File: config.mk
export PLATFORM = sky130hd
export DESIGN_NAME = button_debounce_click_detector
export DESIGN_NICKNAME = d
export VERILOG_FILES = /design/src/rtl/bdcd_pkg.sv /design/src/rtl/button_debounce_click_detector.sv
export SDC_FILE = /design/constraint.sdc
export NUM_CORES = 1
export LEC_CHECK = 0
export ABC_AREA = 0
export BUFFER_PORTS_ARGS = -buffer_cell sky130_fd_sc_hd__buf_2
export CORE_UTILIZATION = 61
export CTS_BUF_LIST = sky130_fd_sc_hd__clkbuf_16
export CTS_CLUSTER_DIAMETER = 30
export DETAILED_ROUTE_END_ITERATION = 10
export PLACE_DENSITY = 0.78
export SETUP_SLACK_MARGIN = 0.2
export SLEW_MARGIN = 20
export SYNTH_ARGS = -nofsm -noshare
export SYNTH_HDL_FRONTEND = slang
export SYNTH_SLANG_ARGS = --single-unit
File: constraint.sdc
create_clock -name clk -period 16.1 [get_ports clk]
set_input_delay 1.61 -clock clk [delete_from_list [all_inputs] [get_ports clk]]
set_output_delay 1.61 -clock clk [all_outputs]
set_load 0.02 [all_outputs]
File: src/rtl/bdcd_pkg.sv
`timescale 1ns / 1ps
// ----------------------------------------------------------------------------
// bdcd_pkg
// Shared constants and types for the button debounce and click detector.
// ----------------------------------------------------------------------------
package bdcd_pkg;

    // Width of the tick counter and of every timestamp
    localparam int TIME_WIDTH = 32;

    // Click count wraps back to one above this value
    localparam int MAX_CLICKS = 10;
    localparam int CLICK_WIDTH = $clog2(MAX_CLICKS + 2);

    // Configuration register widths
    localparam int CFG_DATA_WIDTH  = 16;
    localparam int CFG_INDEX_WIDTH = 3;
    localparam int TICKS_WIDTH     = 16;
    localparam int TARGET_WIDTH    = 4;

    // Configuration register map
    typedef enum logic [CFG_INDEX_WIDTH-1:0] {
        CFG_ACTIVE_LOW   = 3'd0,
        CFG_DEBOUNCE     = 3'd1,
        CFG_LONG_PRESS   = 3'd2,
        CFG_CLICK_TARGET = 3'd3,
        CFG_CLICK_WINDOW = 3'd4
    } cfg_index_t;

    typedef logic [TIME_WIDTH-1:0]  time_t;
    typedef logic [CLICK_WIDTH-1:0] click_t;

    // Result of one tick
    typedef struct packed {
        logic stable_level;
        logic pressed_pulse;
        logic released_pulse;
        logic long_press;
        logic multi_click;
    } result_t;

endpackage

File: src/rtl/button_debounce_click_detector.sv
`timescale 1ns / 1ps
// ----------------------------------------------------------------------------
// button_debounce_click_detector
// Debounces a raw button sample stream and reports press, release,
// long-press and multi-click events, one result per tick.
// ----------------------------------------------------------------------------
// Usage:
//   Each transfer on the input channel (in_valid/in_ready, raw_level) is one
//   time tick. Every input transfer produces exactly one result transfer on
//   the output channel (out_valid/out_ready and the five event fields).
//   The result of an accepted item is registered and offered on the output
//   from the next cycle on.
//   Throughput is one item per cycle. The tick state update and the result
//   are computed in one pass of subtract-and-compare logic from the state
//   registers into the result register, so the next item is taken at once.
//   When the receiver stalls, the result register holds its item and
//   in_ready drops until that item leaves; the tick counter only advances
//   on accepted items, so stalls do not count as elapsed time.
//   Reset clears all timestamps, the click count and the output valid, and
//   loads the configuration defaults (active low, debounce 50, long press
//   1000, click target 2, click window 400). Configuration is written
//   through cfg_we/cfg_addr/cfg_wdata while the block is idle.
// ----------------------------------------------------------------------------
module button_debounce_click_detector (
    input  logic                                 clk,
    input  logic                                 rst_n,
    // configuration write port
    input  logic                                 cfg_we,
    input  logic [bdcd_pkg::CFG_INDEX_WIDTH-1:0] cfg_addr,
    input  logic [bdcd_pkg::CFG_DATA_WIDTH-1:0]  cfg_wdata,
    // sample channel
    input  logic                                 in_valid,
    output logic                                 in_ready,
    input  logic                                 raw_level,
    // result channel
    output logic                                 out_valid,
    input  logic                                 out_ready,
    output logic                                 stable_level,
    output logic                                 pressed_pulse,
    output logic                                 released_pulse,
    output logic                                 long_press,
    output logic                                 multi_click
);
    import bdcd_pkg::*;

    // configuration registers
    logic                    active_low_reg;
    logic [TICKS_WIDTH-1:0]  debounce_reg;
    logic [TICKS_WIDTH-1:0]  long_press_reg;
    logic [TARGET_WIDTH-1:0] click_target_reg;
    logic [TICKS_WIDTH-1:0]  click_window_reg;

    // tick state
    time_t   tick_reg;
    logic    prev_sample_reg, prev_sample_next;
    time_t   change_time_reg, change_time_next;
    logic    level_reg, level_next;
    time_t   press_start_reg, press_start_next;
    time_t   last_click_reg, last_click_next;
    click_t  count_reg, count_next;

    // result register
    logic    out_valid_reg;
    result_t result_reg, result_next;

    logic    accept;
    logic    sample;
    time_t   since_change;
    time_t   since_press;
    time_t   since_click;
    logic    press_event;
    logic    release_event;
    logic    hold_long;
    logic    click_quiet;
    logic    window_done;
    click_t  count_inc;

    assign in_ready = !out_valid_reg || out_ready;
    assign accept   = in_valid && in_ready;

    // configuration writes
    always_ff @(posedge clk or negedge rst_n)
    begin
        if (!rst_n)
        begin
            active_low_reg   <= 1'b1;
            debounce_reg     <= TICKS_WIDTH'(50);
            long_press_reg   <= TICKS_WIDTH'(1000);
            click_target_reg <= TARGET_WIDTH'(2);
            click_window_reg <= TICKS_WIDTH'(400);
        end
        else if (cfg_we)
        begin
            case (cfg_addr)
                CFG_ACTIVE_LOW:   active_low_reg   <= cfg_wdata[0];
                CFG_DEBOUNCE:     debounce_reg     <= cfg_wdata[TICKS_WIDTH-1:0];
                CFG_LONG_PRESS:   long_press_reg   <= cfg_wdata[TICKS_WIDTH-1:0];
                CFG_CLICK_TARGET: click_target_reg <= cfg_wdata[TARGET_WIDTH-1:0];
                CFG_CLICK_WINDOW: click_window_reg <= cfg_wdata[TICKS_WIDTH-1:0];
                default:          ;
            endcase
        end
    end

    // debounce: a new sample level restarts the stability timer, so it
    // cannot pass on the tick it changes
    always_comb
    begin
        sample           = raw_level ^ active_low_reg;
        prev_sample_next = sample;
        change_time_next = (sample != prev_sample_reg) ? tick_reg : change_time_reg;
        since_change     = tick_reg - change_time_reg;
        press_event      = 1'b0;
        release_event    = 1'b0;
        if ((sample == prev_sample_reg) && (since_change > TIME_WIDTH'(debounce_reg))
            && (sample != level_reg))
        begin
            press_event   = sample;
            release_event = !sample;
        end
        level_next = (press_event || release_event) ? sample : level_reg;
    end

    // press stamps and click counting; a press this tick means zero elapsed
    always_comb
    begin
        count_inc        = count_reg + click_t'(1);
        press_start_next = press_event ? tick_reg : press_start_reg;
        last_click_next  = press_event ? tick_reg : last_click_reg;
        since_press      = tick_reg - press_start_reg;
        since_click      = tick_reg - last_click_reg;
        hold_long        = press_event ? (long_press_reg == '0)
                                       : (since_press >= TIME_WIDTH'(long_press_reg));
        click_quiet      = press_event ? (click_window_reg == '0)
                                       : (since_click >= TIME_WIDTH'(click_window_reg));
        count_next       = count_reg;
        if (press_event)
        begin
            count_next = (count_inc > click_t'(MAX_CLICKS)) ? click_t'(1) : count_inc;
        end
        window_done = (count_next != '0)
                   && click_quiet
                   && (CLICK_WIDTH'(click_target_reg) == count_next);
        if (window_done)
        begin
            count_next = '0;
        end
    end

    // result of this tick
    always_comb
    begin
        result_next.stable_level   = level_next;
        result_next.pressed_pulse  = press_event;
        result_next.released_pulse = release_event;
        result_next.long_press     = level_next && hold_long;
        result_next.multi_click    = window_done;
    end

    // tick state update on each input transfer
    always_ff @(posedge clk or negedge rst_n)
    begin
        if (!rst_n)
        begin
            tick_reg        <= '0;
            prev_sample_reg <= 1'b0;
            change_time_reg <= '0;
            level_reg       <= 1'b0;
            press_start_reg <= '0;
            last_click_reg  <= '0;
            count_reg       <= '0;
        end
        else if (accept)
        begin
            tick_reg        <= tick_reg + time_t'(1);
            prev_sample_reg <= prev_sample_next;
            change_time_reg <= change_time_next;
            level_reg       <= level_next;
            press_start_reg <= press_start_next;
            last_click_reg  <= last_click_next;
            count_reg       <= count_next;
        end
    end

    // output valid
    always_ff @(posedge clk or negedge rst_n)
    begin
        if (!rst_n)
        begin
            out_valid_reg <= 1'b0;
        end
        else if (in_ready)
        begin
            out_valid_reg <= in_valid;
        end
    end

    // output payload, held while stalled
    always_ff @(posedge clk)
    begin
        if (accept)
        begin
            result_reg <= result_next;
        end
    end

    assign out_valid      = out_valid_reg;
    assign stable_level   = result_reg.stable_level;
    assign pressed_pulse  = result_reg.pressed_pulse;
    assign released_pulse = result_reg.released_pulse;
    assign long_press     = result_reg.long_press;
    assign multi_click    = result_reg.multi_click;

endmodule

==> results of run 1 <==
## worst max path at each step
stage	startpoint	end	slack, ns	cells past startpoint
3_5_place_dp	tick_reg[0]	count_reg[3]	10.08	22
3_3_place_gp	tick_reg[0]	count_reg[1]	10.37	22
6_report	tick_reg[0]	count_reg[3]	9.99	22
2_1_floorplan	tick_reg[0]	count_reg[1]	10.97	24
5_1_grt	tick_reg[1]	count_reg[3]	9.66	21
4_1_cts	tick_reg[0]	count_reg[3]	10.05	22
## cell usage in the layout (no fill, tap or decap), drive strengths merged, types with 5 or more instances in the layout
master / Yosys / routed
or3: 8 / 8
o21bai: 6 / 6
clkbuf: 37 / 17
o211ai: 10 / 10
ha: 113 / 113
nand3: 31 / 31
nor2: 67 / 67
a21o: 30 / 30
xnor2: 55 / 55
and3: 13 / 13
nor3: 20 / 20
nand4: 22 / 22
nor4: 16 / 16
inv: 131 / 137
xor2: 27 / 27
a21oi: 86 / 86
a211oi: 20 / 20
nor2b: 7 / 7
a31oi: 10 / 10
buf: 7 / 36
dfrtp: 142 / 142
o31ai: 7 / 7
o21a: 12 / 12
dfstp: 14 / 14
o2111ai: 6 / 6
nand2b: 11 / 11
mux2: 40 / 40
nand2: 170 / 170
edfxtp: 5 / 5
a21boi: 7 / 7
o21ai: 131 / 131
## per-layer routing
layer	global-route usage [%]	up-vias	wire length (um)
met2	51.5	343	14000
met4	12.0	0	903
met5	0	-	0
met1	39.6	4637	12400
met3	4.47	50	1470
li1	-	4713	-
## worst register-to-register path: cells and delay by family (launching register included)
| kind | cells | cell delay, ns |
|---|---|---|
| simple gates | 10 | 2.86 |
| flops | 1 | 0.41 |
| buf+inv | 1 | 0.12 |
| xor+xnor | 1 | 0.12 |
| fa+ha+maj | 3 | 0.99 |
| compound gates | 7 | 1.52 |
## cell type report
| class | instances | area (um2) |
|---|---|---|
| multi-input combinational | 991 | 6810 |
| fill | 1480 | 5850 |
| sequential | 161 | 4070 |
| inverter | 131 | 492 |
| clock buffer | 17 | 425 |
| tap | 229 | 287 |
| timing repair buffer | 36 | 199 |
| clock inverter | 15 | 133 |
## logic make-up after synthesis
family,count (synthesis),synth area share (%)
muxes,42,4.07
xor gates and xnor gates,82,6.21
DFF,161,35.2
and+or+nand+nor,384,15.9
adders and majority gates,115,12.6
AOI/OAI and AO/OA,368,20.1
buffers and inverters,175,5.98
## where the power goes
part	internal [W]	switching, W	total, W
Clock	0.000214	0.000178	0.000392
Combinational	0.000604	0.000843	0.00145
Sequential	0.000495	0.0000587	0.000553
Total	0.00131	0.00108	0.00239
## per-stage QoR
| stage | util [%] | setup WS (ns) | cell area, um2 |
|---|---|---|---|
| 6_report | 68.0 | 9.99 | 12400 |
| 5_1_grt | 68.0 | 9.66 | 12400 |
| 4_1_cts | 68.0 | 10.05 | 12400 |
| 3_5_place_dp | 64.9 | 10.08 | 11900 |
| 3_3_place_gp | 64.9 | 10.37 | 11900 |
| 2_1_floorplan | - | 10.97 | 11600 |
==> results.txt, run 1 <==
The first global-routing pass estimated 47200 um of wire. The die area is 19500 um2. The effective utilization at floorplan came out at 63.3%. The aggregate negative setup slack came out at 0 ns. For this block, the via count after detailed routing is 9743.

The worst hold path stage count came out at 2. The final estimated routing congestion in global placement came out at 0.971. The worst hold slack is 0.481 ns. The total setup violations reported at the end of the flow is 0.

The time the final worst path needs with I/O delays and setup is 6.11 ns. The post-synthesis instance area is 11600 um2. On the critical path the largest part of the delay comes from simple AND/OR/NAND/NOR gates. The count of input and output buffers is 31. The critical path is of the flip-flop to flip-flop type. The synthesized instance count is 1327.

The origin of the worst min-delay path is change_time_reg[28]. The number of cell rows came out at 49. The post-synthesis sequential element count came out at 161.

The endpoint kind of the worst setup timing path is a flip-flop. The number of warnings issued by yosys is 0. The signal arrival time at the worst endpoint came out at 6.44 ns. The number of buffers on the longest clock path is 2. Global routing consumed, over all layers together, 30.6% of the routing resources. The post-synthesis net count is 1467. The number of buffers inserted during clock tree synthesis is 17. The design draws 0.00239 W. The area growth from synthesis to layout came out at 7.38%. The hold path endpoint is change_time_reg[28]. The initial antenna violation count is 0. Clock tree synthesis selected as its root buffer the cell sky130_fd_sc_hd__clkbuf_16.

Based on the critical path, the design can be clocked at up to 164 MHz. On the worst path, the slowest cell contributes a delay of 0.53 ns. The total congestion overflow is 0. The startpoint identified for the worst register-to-register timing path is tick_reg[0]. The number of enable-type register cells in the synthesized netlist is 5.

By area the synthesized netlist is led by sky130_fd_sc_hd__dfrtp_1 31%, sky130_fd_sc_hd__ha_1 12%, sky130_fd_sc_hd__nand2_1 5.5%, sky130_fd_sc_hd__o21ai_0 5.5%, sky130_fd_sc_hd__inv_1 4.3%. The leakage dissipation came out at 5.90 nW. The die boundary width is 140 um.

After floorplanning, the core was sized to cover 18300 um2. The number of global-route vias before repair came to 9269. The fraction of post-synthesis cell area in the top cell type by area came out at 30.7%. The max-cap violation count came out at 0. The die is 140 um tall.

The wire-length estimate of the detail-placed layout is 21800 um. STA classifies the critical path startpoint as a flip-flop. The largest fanout on the critical path came out at 10. The slack of the worst reg-to-reg path came out at 9.99 ns. The post-cts repair resize count is 0. Counting instances in the post-synthesis netlist gives the leading cell types as 170 x sky130_fd_sc_hd__nand2_1, 142 x sky130_fd_sc_hd__dfrtp_1, 131 x sky130_fd_sc_hd__inv_1, 126 x sky130_fd_sc_hd__o21ai_0, 113 x sky130_fd_sc_hd__ha_1. The number of violations reported at the end of detailed-routing iteration 0 is 830.

Counting both buffers and inverters, the worst setup path holds a total of 1. The signal on the critical path passes through inv_1, ha_1, fa_1, nand2b_1, a21oi_1, o2111ai_1, nand3b_1, xor2_1, ha_1, nand4_2, nor4_2, and2b_1, a21oi_1, a311o_1, or4b_1, nor4_2, and4_1, nor2_4, nor4b_1, o311ai_4, o21ai_0, o32ai_1. The net total in the final layout is 1478. The pre-antenna-repair detailed-routing pass consisted of 5 iterations. Clock-pin slew was measured on the worst setup and hold paths at 0.07 ns. The count of nets left with antenna violations after detail routing came out at 0. For the worst setup path, the data required time is 16.43 ns. The detailed-route wire length per cell came out at 18.3 um. Yosys mapped the design onto 90 distinct sky130hd cell types.

The final setup skew came out at 0.00989 ns. The fraction of the yosys area taken by sequential cells came out at 35.2%. The number of cells in the design after placement came out at 1548. The clock reaches the later pin of the worst-skew pair after 0.43 ns. The highest ir drop seen on vdd is 0.000102 V. The power density over the cells came out at 193 nW/um2.

The type of the most critical hold path is flip-flop to flip-flop. The via-per-instance ratio came out at 6.17. The number of cells traversed by the worst register-to-register path is 22. The endpoint identified for the worst register-to-register timing path is count_reg[3].

The final-report max-slew violation count came out at 0. The cell taking the most area after synthesis is sky130_fd_sc_hd__dfrtp_1. The remaining design rule violation count is 0. The total clock sinks came out at 161. Setup repair after global routing left no endpoint under its margin. Among all stages on the critical path, the largest delay is contributed by sky130_fd_sc_hd__or4b_1.

In the synthesized netlist the dominant register cell turns out to be sky130_fd_sc_hd__dfrtp_1. The number of cells in the finished layout apart from fillers came out at 1580. The largest net degree at the start of global routing is 99. The final hold violation count came to 0. After synthesis, the share of flip-flops with an asynchronous set or reset is 96.9%. The number of setup buffers added after CTS came out at 0.

The count of pins on the block boundary is 32. The maximum level of the CTS H-tree is 4. The run finished with clean final reports. In the post-synthesis netlist, the cell with the most instances is sky130_fd_sc_hd__nand2_1.

The count of antenna diodes in the layout came out at 0. The average footprint of a synthesized cell came out at 8.72 um2. TritonCTS built the clock tree.

The cts-stage hold buffer count is 0. The share of cells above drive strength 1 came out at 10.7%. The actual slew at the worst max-slew pin came out at 0.953 ns.

The max-slew headroom at the worst pin came out at 36.5%. The total routed wirelength is 28800 um. The final clock period utilization by the worst path came out at 38.0%.
No activity file was read; power rests on OpenSTA's default activity.
==> run 2, diff against run 1 <==
Clock period 16.1 ns to 6 ns, I/O delays scaled along.
==> run 2 against run 1 <==
Net effect:
- non-clock buffer count up 16
- clock power rose to 2.7 times the previous value
- sequential cell count unchanged
- largest cell class unchanged
- sequential share of layout area down 0.37 points
- largest power group unchanged
- total power rose to 2.7 times the previous value
- critical path type unchanged
- sequential power rose to 2.6 times the previous value
- register-to-register slack worse by 9.5 ns
==> results.txt, run 2 (synthesis gave the netlist of run 1 again) <==
Status: complete, no violations (unchanged). The worst setup path startpoint is tick_reg[0] (unchanged). The clock latency of the later-clocked register in the worst-skew pair is 0.44 ns (was 0.43 ns).

The final core utilization is 68.8% (was 68.0%). The count of input and output buffers is 31 (unchanged). The data required time at the worst endpoint is 6.30 ns (was 16.43 ns).

RSZ-0062 raised after global routing: false (unchanged). The number of buffers inserted during clock tree synthesis is 17 (unchanged). The highest ir drop seen on vdd came out at 0.000232 V (was 0.000102 V). The portion of total power attributed to sequential cells is 22.8% (was 23.1%). The largest fanout on the critical path came to 7 (was 10). The number of global-route vias before repair came out at 9331 (was 9269). The cell area after placement is 12000 um2 (was 11900 um2). The power share of the combinational group came out at 60.9% (was 60.5%).

The net load switching power is 0.00286 W (was 0.00108 W). The vertical die dimension is 140 um (unchanged). The remaining design rule violation count is 0 (unchanged). The type of the most critical hold path is input pin to async pin (was flip-flop to flip-flop). The max-cap violation count is 0 (unchanged). The slack of the worst reg-to-reg path came out at 0.54 ns (was 9.99 ns).

The maximum level of the CTS H-tree is 4 (unchanged). The area inside the core boundary came to 18300 um2 (unchanged). The endpoint kind of the worst setup timing path is a flip-flop (unchanged). The time the final worst path needs with I/O delays and setup was 5.46 ns (was 6.11 ns). The total routing usage reported by global routing came out at 30.7% (was 30.6%). The beginning of the worst register-to-register path is tick_reg[0] (unchanged). The worst hold slack came out at 0.265 ns (was 0.481 ns). The total congestion overflow is 0 (unchanged). The clock tree from TritonCTS is yes (unchanged). The aggregate negative setup slack is 0 ns (unchanged). The die area is 19500 um2 (unchanged). The share of cells above drive strength 1 came to 12.0% (was 10.7%). The largest net degree at the start of global routing came to 99 (unchanged).

The via count of the routed design is 9839 (was 9743). The signal arrival time at the worst endpoint was 5.76 ns (was 6.44 ns). The via-per-instance ratio was 6.16 (was 6.17).

The cell at the root of the clock tree was sky130_fd_sc_hd__clkbuf_16 (unchanged). The initial antenna violation count is 0 (unchanged). The final clock period utilization by the worst path was 91.1% (was 38.0%). The final instance area is 12600 um2 (was 12400 um2). The classification of the worst setup path is flip-flop to flip-flop (unchanged). The number of cell rows was 49 (unchanged). The net total in the final layout came to 1494 (was 1478). The fill cell total of the finished layout is 1493 (was 1480). The maximum clock frequency came to 183 MHz (was 164 MHz). The total routed wirelength is 28900 um (was 28800 um). The share of total power in the clock network came out at 16.4% (about the same). The final hold violation count is 0 (unchanged). The total setup violations reported at the end of the flow was 0 (unchanged). The pre-CTS worst setup slack was 0.0911 ns (was 10.08 ns). The count of nets left with antenna violations after detail routing came out at 0 (unchanged). The max-slew headroom at the worst pin is 36.7% (was 36.5%).

The effective utilization at floorplan is 63.3% (unchanged). The final-report max-slew violation count was 0 (unchanged). The final setup skew is 0.0107 ns (was 0.00989 ns). The leading cell type in the layout, fill and taps excluded is sky130_fd_sc_hd__nand2_1 (unchanged). The final worst slack came out at 0.536 ns (was 9.99 ns). The power density over the cells came out at 511 nW/um2 (was 193 nW/um2). The actual slew at the worst max-slew pin is 0.949 ns (was 0.953 ns). The count of antenna diodes in the layout came out at 0 (unchanged). The internal power consumption came out at 0.00356 W (was 0.00131 W).

Most frequent cells in the layout: 170 x sky130_fd_sc_hd__nand2_1, 142 x sky130_fd_sc_hd__dfrtp_1, 132 x sky130_fd_sc_hd__inv_1 (unchanged). The area growth from synthesis to layout came out at 8.60% (was 7.38%). The detailed-route wire length per cell is 18.1 um (was 18.3 um). The switching part of the total is 44.6% (was 45.1%). The die boundary width came out at 140 um (unchanged). The count of TritonRoute iterations in the first routing pass is 6 (was 5). The cts-stage hold buffer count came out at 0 (unchanged). The number of buffers on the longest clock path is 2 (unchanged). The element type at the critical path start is a flip-flop (unchanged). The total clock sinks is 161 (unchanged). The leakage dissipation came out at 5.99 nW (was 5.90 nW). The final estimated routing congestion in global placement came to 0.924 (was 0.971). The half-perimeter wire length after placement came out at 22200 um (was 21800 um). The count of pins on the block boundary came out at 32 (unchanged). The global-route wire length before repair was 47200 um (about the same). The clock transition time at the flip-flop clock pins of the worst setup and hold paths came out at 0.07 ns (about the same).

The number of violations reported at the end of detailed-routing iteration 0 is 804 (was 830).
## run 2: cell count changes in the layout (fill, tap and decap cells not counted), sizes merged
| cell | previous run | this run |
|---|---|---|
| buf | 36 | 52 |
| clkinv | 4 | 5 |
| clkinvlp | 4 | 3 |
## run 2: critical path: stages, from the launching register on
cell                       delay (ns)
sky130_fd_sc_hd__dfrtp_1         0.41
sky130_fd_sc_hd__inv_1           0.12
sky130_fd_sc_hd__ha_1            0.24
sky130_fd_sc_hd__fa_1            0.40
sky130_fd_sc_hd__nand2b_1        0.21
sky130_fd_sc_hd__a21oi_2         0.20
sky130_fd_sc_hd__nor2_1          0.10
sky130_fd_sc_hd__o21ai_2         0.17
sky130_fd_sc_hd__a31oi_1         0.12
sky130_fd_sc_hd__xnor2_1         0.15
sky130_fd_sc_hd__ha_1            0.28
sky130_fd_sc_hd__nand2_1         0.07
sky130_fd_sc_hd__nor4_2          0.29
sky130_fd_sc_hd__and2b_1         0.16
sky130_fd_sc_hd__a21oi_1         0.04
sky130_fd_sc_hd__a311o_1         0.30
sky130_fd_sc_hd__or4b_1          0.57
sky130_fd_sc_hd__nor4_4          0.25
sky130_fd_sc_hd__and4_4          0.35
sky130_fd_sc_hd__o21ai_1         0.10
sky130_fd_sc_hd__a32oi_2         0.26
sky130_fd_sc_hd__o311ai_4        0.16
sky130_fd_sc_hd__o21ai_0         0.26
sky130_fd_sc_hd__o32ai_1         0.13
## run 2: stage by stage
| stage | std cells | power (W) |
|---|---|---|
| floorplan | 1327 | 0.00433 |
| finish | 1596 | 0.00642 |
| CTS | 1595 | 0.00639 |
| global placement | 1563 | 0.00518 |
| global route | 1596 | 0.00695 |
| detailed placement | 1563 | 0.00527 |
## run 2: repair_timing
item	CTS	global route
buffers inserted	0	1
pin swaps	0	2
resized for setup	3	3
endpoints found under the setup margin	6	34
## run 2: per-layer routing
metal | global-route usage, % | vias up | routed length (um)
li1 | - | 4747 | -
met1 | 38.1 | 4709 | 12300
met2 | 53.3 | 332 | 14100
met3 | 5.51 | 51 | 1550
met4 | 11.4 | 0 | 920
met5 | 0 | - | 0
## run 2: final timing paths
kind	endpoint	cells after the start
worst max-delay path	count_reg[1]	23
worst min-delay path	long_press_reg[2]	1
worst max register to register	count_reg[1]	23
worst min register to register	change_time_reg[12]	2
max in group asynchronous	tick_reg[21]	2
min in group clk	out_valid	2
## run 2: final cells by class
cell class                 instances  area (um2)  area share (%)
multi-input combinational        991        6830            54.4
sequential                       161        4070            32.4
inverter                         131         492            3.91
clock buffer                      17         425            3.39
timing repair buffer              52         319            2.54
tap                              229         287            2.28
clock inverter                    15         135            1.08
## run 2: power by group through the flow
stage,clock network [W],logic (W),registers [W]
floorplan,0,0.00288,0.00145
global placement,0,0.00371,0.00147
detailed placement,0,0.00380,0.00148
CTS,0.00106,0.00386,0.00146
global route,0.00110,0.00437,0.00148
finish,0.00105,0.00390,0.00146
